==> config.mk <==
export PLATFORM = sky130hd
export DESIGN_NAME = cls_ctrl
export DESIGN_NICKNAME = d
export VERILOG_FILES = /design/src/hw/rtl/covariant_laplacian_stencil_top_defines.svh /design/src/hw/rtl/cls_pkg.sv /design/src/hw/rtl/cls_ctrl.sv
export SDC_FILE = /design/constraint.sdc
export NUM_CORES = 1
export LEC_CHECK = 0
export ABC_AREA = 1
export BUFFER_PORTS_ARGS = -buffer_cell sky130_fd_sc_hd__buf_2
export CAP_MARGIN = 25
export CORE_MARGIN = 4
export CORE_UTILIZATION = 45
export CTS_CLUSTER_SIZE = 16
export DETAILED_ROUTE_END_ITERATION = 16
export GPL_TIMING_DRIVEN = 0
export PLACE_DENSITY = 0.71
export SYNTH_ARGS = -nofsm -noshare
export SYNTH_HDL_FRONTEND = slang
export SYNTH_SLANG_ARGS = --single-unit
export TNS_END_PERCENT = 1
==> constraint.sdc <==
create_clock -name clk_i -period 2.8 [get_ports clk_i]
set_input_delay 0.28 -clock clk_i [delete_from_list [all_inputs] [get_ports clk_i]]
set_output_delay 0.28 -clock clk_i [all_outputs]
set_load 0.01 [all_outputs]
==> src/hw/rtl/covariant_laplacian_stencil_top_defines.svh <==
// ----------------------------------------------------------------------------
// Assertion macros for the covariant Laplacian stencil
// Shared property forms used by the top-level checks.
// ----------------------------------------------------------------------------
`ifndef COVARIANT_LAPLACIAN_STENCIL_TOP_DEFINES_SVH
`define COVARIANT_LAPLACIAN_STENCIL_TOP_DEFINES_SVH

// same-cycle implication
`define CLS_ASSERT_NOW(lbl, clk, rstn, ante, cons, msg) \
  lbl: assert property (@(posedge clk) disable iff (!rstn) (ante) |-> (cons)) else $error(msg);

// next-cycle implication
`define CLS_ASSERT_NEXT(lbl, clk, rstn, ante, cons, msg) \
  lbl: assert property (@(posedge clk) disable iff (!rstn) (ante) |=> (cons)) else $error(msg);

`endif

==> src/hw/rtl/cls_pkg.sv <==
// ----------------------------------------------------------------------------
// cls_pkg
// Shared codes, widths and controller/datapath handshake types.
// ----------------------------------------------------------------------------
`default_nettype none

package cls_pkg;

  localparam int CMD_W      = 2;
  localparam int ADDR_W     = 15;
  localparam int WORD_W     = 32;
  localparam int ROW_W      = 11;
  localparam int CFG_IDX_W  = 2;
  localparam int CFG_DATA_W = 4;

  // largest lattice extent; store depths follow it, the address and row widths are fixed
  localparam int MAX_EXTENT = 8;

  localparam logic [CFG_DATA_W-1:0] EXT_RESET = 4'd8;

  // link layout: 72 words per site pair, 9 words per slot, first link slot 2
  localparam int SLOT_WORDS = 9;
  localparam int SITE_WORDS = 72;
  localparam int SLOT_FIRST = 2;

  localparam logic [2:0] HOP_LAST   = 3'd5;
  localparam logic [1:0] COLOR_LAST = 2'd2;

  // drain counter: the controller waits in S_DRAIN after the last term issue until the accumulator holds it
  localparam int DRAIN_W = 3;
  localparam logic [DRAIN_W-1:0] DRAIN_LAST = 3'd6;

  typedef enum logic [CMD_W-1:0] {
    CMD_LINK  = 2'd0,
    CMD_FIELD = 2'd1,
    CMD_ROW   = 2'd2
  } cmd_e;

  typedef enum logic [CFG_IDX_W-1:0] {
    CFG_SLOW   = 2'd0,
    CFG_MID    = 2'd1,
    CFG_FAST   = 2'd2,
    CFG_PARITY = 2'd3
  } cfg_idx_e;

  typedef enum logic [1:0] {
    DIV_PLANE = 2'd0,
    DIV_LINE  = 2'd1,
    DIV_COLOR = 2'd2
  } div_sel_e;

  typedef struct packed {
    logic       wr_link;
    logic       wr_field;
    logic       load;
    logic       div_step;
    div_sel_e   div_sel;
    logic       issue;
    logic       diag;
    logic [2:0] hop;
    logic [1:0] k;
    logic       finish;
  } ctrl_cmd_t;

  typedef struct packed {
    logic row_ok;
    logic ge;
    logic out_free;
  } ctrl_stat_t;

endpackage

`default_nettype wire

==> src/hw/rtl/cls_ctrl.sv <==
// ----------------------------------------------------------------------------
// cls_ctrl
// Sequencer: row decode, term issue, pipeline drain and result hand-off.
// ----------------------------------------------------------------------------
`default_nettype none

module cls_ctrl (
  input  logic                          clk_i,
  input  logic                          rst_ni,
  input  logic                          in_valid_i,
  input  logic [cls_pkg::CMD_W-1:0]     in_command_i,
  output logic                          in_ready_o,
  input  cls_pkg::ctrl_stat_t           stat_i,
  output cls_pkg::ctrl_cmd_t            cmd_o
);
  import cls_pkg::*;

  typedef enum logic [3:0] {
    S_IDLE, S_CHECK, S_DIV1, S_DIV2, S_DIV3, S_DIAG, S_HOP, S_DRAIN, S_DONE
  } state_e;

  state_e             state_q;
  logic [2:0]         hop_q;
  logic [1:0]         k_q;
  logic [DRAIN_W-1:0] drain_q;

  assign in_ready_o = (state_q == S_IDLE);

  always_comb begin
    cmd_o = '0;
    cmd_o.div_sel = DIV_PLANE;
    cmd_o.hop = hop_q;
    cmd_o.k = k_q;
    unique case (state_q)
      S_IDLE: begin
        if (in_valid_i) begin
          case (in_command_i)
            CMD_LINK:  cmd_o.wr_link = 1'b1;
            CMD_FIELD: cmd_o.wr_field = 1'b1;
            CMD_ROW:   cmd_o.load = 1'b1;
            default:   ;
          endcase
        end
      end
      S_DIV1: begin
        cmd_o.div_sel = DIV_PLANE;
        cmd_o.div_step = stat_i.ge;
      end
      S_DIV2: begin
        cmd_o.div_sel = DIV_LINE;
        cmd_o.div_step = stat_i.ge;
      end
      S_DIV3: begin
        cmd_o.div_sel = DIV_COLOR;
        cmd_o.div_step = stat_i.ge;
      end
      S_DIAG: begin
        cmd_o.issue = 1'b1;
        cmd_o.diag = 1'b1;
      end
      S_HOP:   cmd_o.issue = 1'b1;
      S_DONE:  cmd_o.finish = stat_i.out_free;
      default: ;
    endcase
  end

  always_ff @(posedge clk_i or negedge rst_ni) begin
    if (!rst_ni) begin
      state_q <= S_IDLE;
      hop_q <= '0;
      k_q <= '0;
      drain_q <= '0;
    end else begin
      unique case (state_q)
        S_IDLE: begin
          if (in_valid_i && (in_command_i == CMD_ROW)) state_q <= S_CHECK;
        end
        S_CHECK: state_q <= stat_i.row_ok ? S_DIV1 : S_IDLE;
        S_DIV1:  if (!stat_i.ge) state_q <= S_DIV2;
        S_DIV2:  if (!stat_i.ge) state_q <= S_DIV3;
        S_DIV3:  if (!stat_i.ge) state_q <= S_DIAG;
        S_DIAG: begin
          hop_q <= '0;
          k_q <= '0;
          state_q <= S_HOP;
        end
        S_HOP: begin
          if (k_q == COLOR_LAST) begin
            k_q <= '0;
            if (hop_q == HOP_LAST) begin
              drain_q <= '0;
              state_q <= S_DRAIN;
            end else begin
              hop_q <= hop_q + 3'd1;
            end
          end else begin
            k_q <= k_q + 2'd1;
          end
        end
        S_DRAIN: begin
          if (drain_q == DRAIN_LAST) state_q <= S_DONE;
          else drain_q <= drain_q + DRAIN_W'(1);
        end
        S_DONE:  if (stat_i.out_free) state_q <= S_IDLE;
        default: state_q <= S_IDLE;
      endcase
    end
  end

endmodule

`default_nettype wire

; After elaboration in Yosys (flattened, before gate mapping)
; Index checks and enable logic that the tools add are counted.
[op_classes]
muxes = 28
n_eq_ne = 23
n_reduce_logical = 9
n_addsub = 3
[op_table]
columns = op, n
row1 = $pmux 4 s9, 1
row2 = $mux 4, 8
row3 = $mux 3, 7
row4 = $ne 2x2->1 const B, 9
row5 = $eq 4x3->1 const B, 4
row6 = $pmux 3 s2, 2
row7 = $pmux 3 s3, 1
row8 = $eq 4x2->1 const B, 2
row9 = $reduce_and 8->1, 1
row10 = $add 3x1->3 const B, 2
row11 = $eq 3x3->1 const B, 2
row12 = $mux 1, 6
row13 = $eq 2x2->1 const B, 2
row14 = $eq 4x1->1 const B, 1
row15 = $eq 4x4->1 const B, 1
row16 = $logic_not 4->1, 1
row17 = $mux 2, 2
row18 = $pmux 2 s2, 1
row19 = $reduce_and 4->1, 1
row20 = $reduce_bool 2->1, 2
row21 = $reduce_and 3->1, 1
row22 = $add 2x1->2 const B, 1
row23 = $eq 2x1->1 const B, 1
row24 = $logic_not 2->1, 1
row25 = other kinds (3), 3
[totals]
input_bits = 8
output_inout_bits = 15
elab_cells = 67
reg_bits = 12

; Depth between registers and ports, before layout
[depth]
depth_word = 4
mapped_depth = 9
depth_no_buf = 9

; Least setup slack after synthesis
; No wires, ideal clock.
[synth_path]
kind = register to output
from = reg state_q[3]
to = out cmd_o[12] (netlist name)
arrival_time_ps = 1265
path_buffers = 0
path_slack_ps = 1255
stages_incl_launch_ff = 6
required_time_ps = 2520
cell_sequence = dfrtp_1 nor2_2 inv_1 nor2_1 inv_2 nor3_1
[synth_lines]
columns = element, line
row1 = start: declaration, cls_ctrl.sv:22  ; state_e state_q;
row2 = start signal: assignment, cls_ctrl.sv:78  ; S_CHECK: state_q <= stat_i.row_ok ? S_DIV1 : S_IDLE;
row3 = end: declaration, cls_ctrl.sv:14  ; output cls_pkg::ctrl_cmd_t cmd_o

==> flow_summary_export.csv <==
group,metric,value,unit
pwr,peakVddDrop,0.4582,mV
route,vias_per_cell,4.750,
grt,overflow,0,
sta,max_freq,537.0,MHz
clock_network,cts_made_buffers,3,
floorplanning,die_h,50.38,microns
synth,yosysTopAreaCellShare,37.15,%
critical_path,worstPathArrival,1.58,ns
floorplanning,initial_utilization,47.33,%
floorplanning,die_area,2538,sq um
sta,rsz0062_at_grt,"false",
synth,ys_seq_area_share,37.15,%
sta,tns,0,ns
job,maxCapViolCount,0,
critical_path,critPathLaunch,"state_q[3]",
synth,avgSynthCellArea,7.217,sq um
route,drt-initial-drc-count,7,
synth,ys_ff_latch,12,
grt,gr-usage-met3,2.077,%
critical_path,worstPathRequired,2.52,ns
grt,grtUsageMet1,18.33,%
route,routedWlPerCell,10.51,microns
floorplanning,die_w,50.38,microns
final_layout,multi_input_area,440.4,sq um
final_layout,nNetsFinal,152,
route,drt-total-wl,1.723,mm
synth,yosys.area.top_type,"dfrtp_1",
final_layout,fillers,162,
clock_network,cts.sinks,12,
floorplanning,core,1708,sq um
sta,period_share,66.51,%
critical_path,regToRegEndpoint,"drain_q[1]",
route,num_vias,779,
pwr,power.density,917.7,nW/um^2
hold_path,hp-class,"input port to flop",
pwr,p_leak,0.0005747,uW
synth,yosys.cell_types.count,18,
pwr,power,913.9,uW
floorplanning,rows,15,
critical_path,reg2reg_depth,6,
clock_network,cts_max_level,1,
clock_network,post_cts_resized,0,
final_layout,ff_latch_area,300.3,sq um
critical_path,critPathCaptureType,"output port",
final_layout,syn2layout_area_growth,23.22,%
grt,grt_max_degree,13,
critical_path,rrSetupSlack,1.44,ns
clock_network,cts_tree,"built",
clock_network,clock_path_buffers,2,
critical_path,timing.rr.start,"state_q[3]",
critical_path,worstSetupPathType,"flop to output port",
synth,synth.net_count,124,
floorplanning,io-pin-count,23,
clock_network,clkLatencyLatePin,0.27,ns
synth,syn_inst,112,
placement,dp_slack,1.231,ns
critical_path,cp_max_fo,7,
route,drcViolationCount,0,
grt,grt.met2_usage,28.48,%
clock_network,cts-root-buf,"clkbuf_4",
route,ant_nets,0,
status,status,"finished, final reports clean",
final_layout,antenna_cells,0,
synth,netlist_area,808.3,sq um
critical_path,crit_end,"cmd_o[13]",
route,dr.pass1.iters,4,
critical_path,critPathLaunchType,"flop",
sta,tightest_slew,0.2745,ns
sta,finalMaxSlewViolations,0,
final_layout,final_common_cell,"nand2_1",
grt,grt_pass1_vias,747,
synth,synth.area.top_cells,"dfrtp_1 (37%), nand2_1 (14%), nand3_1 (11%), inv_1 (6.5%), ha_1 (6.2%)",
grt,grt_pass1_wl,3.091,mm
sta,setup_viol,0,
sta,slew_headroom,81.70,%
sta,fin_crit,1.862,ns
final_layout,mostFrequentLayoutCells,"nand2_1 (31), buf_2 (22), nand3_1 (17)",
grt,grt.busiest_layer,"met2",
placement,gp_congestion,0.8235,
placement,portBuffers,22,
placement,dp_hpwl,1.369,mm
final_layout,layout-drive-gt1-share,26.62,%
sta,fin_skew,0.001644,ns
sta,finalHoldViolCount,0,
grt,track_usage,15.54,%
clock_network,clkTransAtPathRegs,0.08,ns
synth,yosysWarnings,0,
grt,antenna_found_initial,0,
sta,layout_setup_ws,0.9377,ns
==> sequential cells by signal (all words and copies together) (netlist names) <==
name	cells
state_q	4
drain_q	3
k_q	2
hop_q	3
==> kinds of logic after synthesis <==
logic type	after synthesis	share of synthesized area, %
xor gates and xnor gates	2	2.168
AOI/OAI and AO/OA	9	5.572
and+or+nand+nor	67	40.56
DFF	12	37.15
adders and majority gates	4	6.192
buffers and inverters	18	8.359
==> worst max-delay path, stage by stage (launching register included) <==
cell     delay, ns
dfrtp_1       0.46
nor2_2        0.28
inv_1         0.07
nor2_1        0.14
inv_2         0.06
nor3_1        0.14
buf_2         0.16
==> per-layer routing <==
metal,vias to the layer above,share of wire (%)
met5,-,0
met3,5,6.8
met4,0,1.8
li1,413,-
met2,21,47
met1,340,44
==> worst min-delay path by stage <==
| stage | slack, ns | end | cells after the start | from |
|---|---|---|---|---|
| 2_1_floorplan | -0.02 | drain_q[0] | 0 | rst_ni |
| 5_1_grt | 0.34 | state_q[3] | 4 | stat_i[0] |
| 6_report | 0.31 | state_q[3] | 4 | stat_i[0] |
| 3_5_place_dp | 0.18 | state_q[3] | 1 | rst_ni |
| 3_3_place_gp | 0.17 | state_q[2] | 1 | rst_ni |
| 4_1_cts | 0.32 | state_q[3] | 4 | stat_i[0] |
==> area by class of cell <==
cell class | instances | share of cell area (%)
tap | 25 | 3.141
multi-input combinational | 82 | 44.22
timing repair buffer | 23 | 12.06
clock buffer | 4 | 3.643
sequential | 12 | 30.15
inverter | 18 | 6.784
==> what timing repair did <==
item / 4_1_cts / 5_1_grt
hold endpoints to repair: 12 / 0
hold buffers: 1 / 0
setup buffers: 0 / 0
==> cell usage after synthesis <==
library cell / n
nand4_1: 2
nand3_2: 1
nor3_1: 2
ha_1: 4
o21ai_1: 4
inv_1: 14
nand3b_1: 1
xnor2_1: 2
nor2_4: 4
nand2_1: 31
dfrtp_1: 12
inv_2: 3
o21ai_0: 5
nor2_1: 6
nor2_2: 2
nand3_1: 17
clkinv_1: 1
nand2_2: 1
==> power by group <==
group	switching (uW)	total, uW	leakage, uW	internal (uW)
registers	63.9	292	0.000160	228
logic	311	484	0.000393	173
clock network	58.7	138	0.0000210	79.1
total	434	914	0.000575	480
==> stage by stage <==
step / util, % / hold slack (ns) / instances / area, sq um
finish: 58.32 / 0.3122 / 164 / 996.0
global route: 58.32 / 0.3402 / 164 / 996.0
floorplan: - / -0.01559 / 112 / 808.3
CTS: 58.32 / 0.3156 / 164 / 996.0
detailed placement: 55.60 / 0.1777 / 159 / 949.7
global placement: 55.60 / 0.1745 / 159 / 949.7
Power figures use the tool's default switching activity.
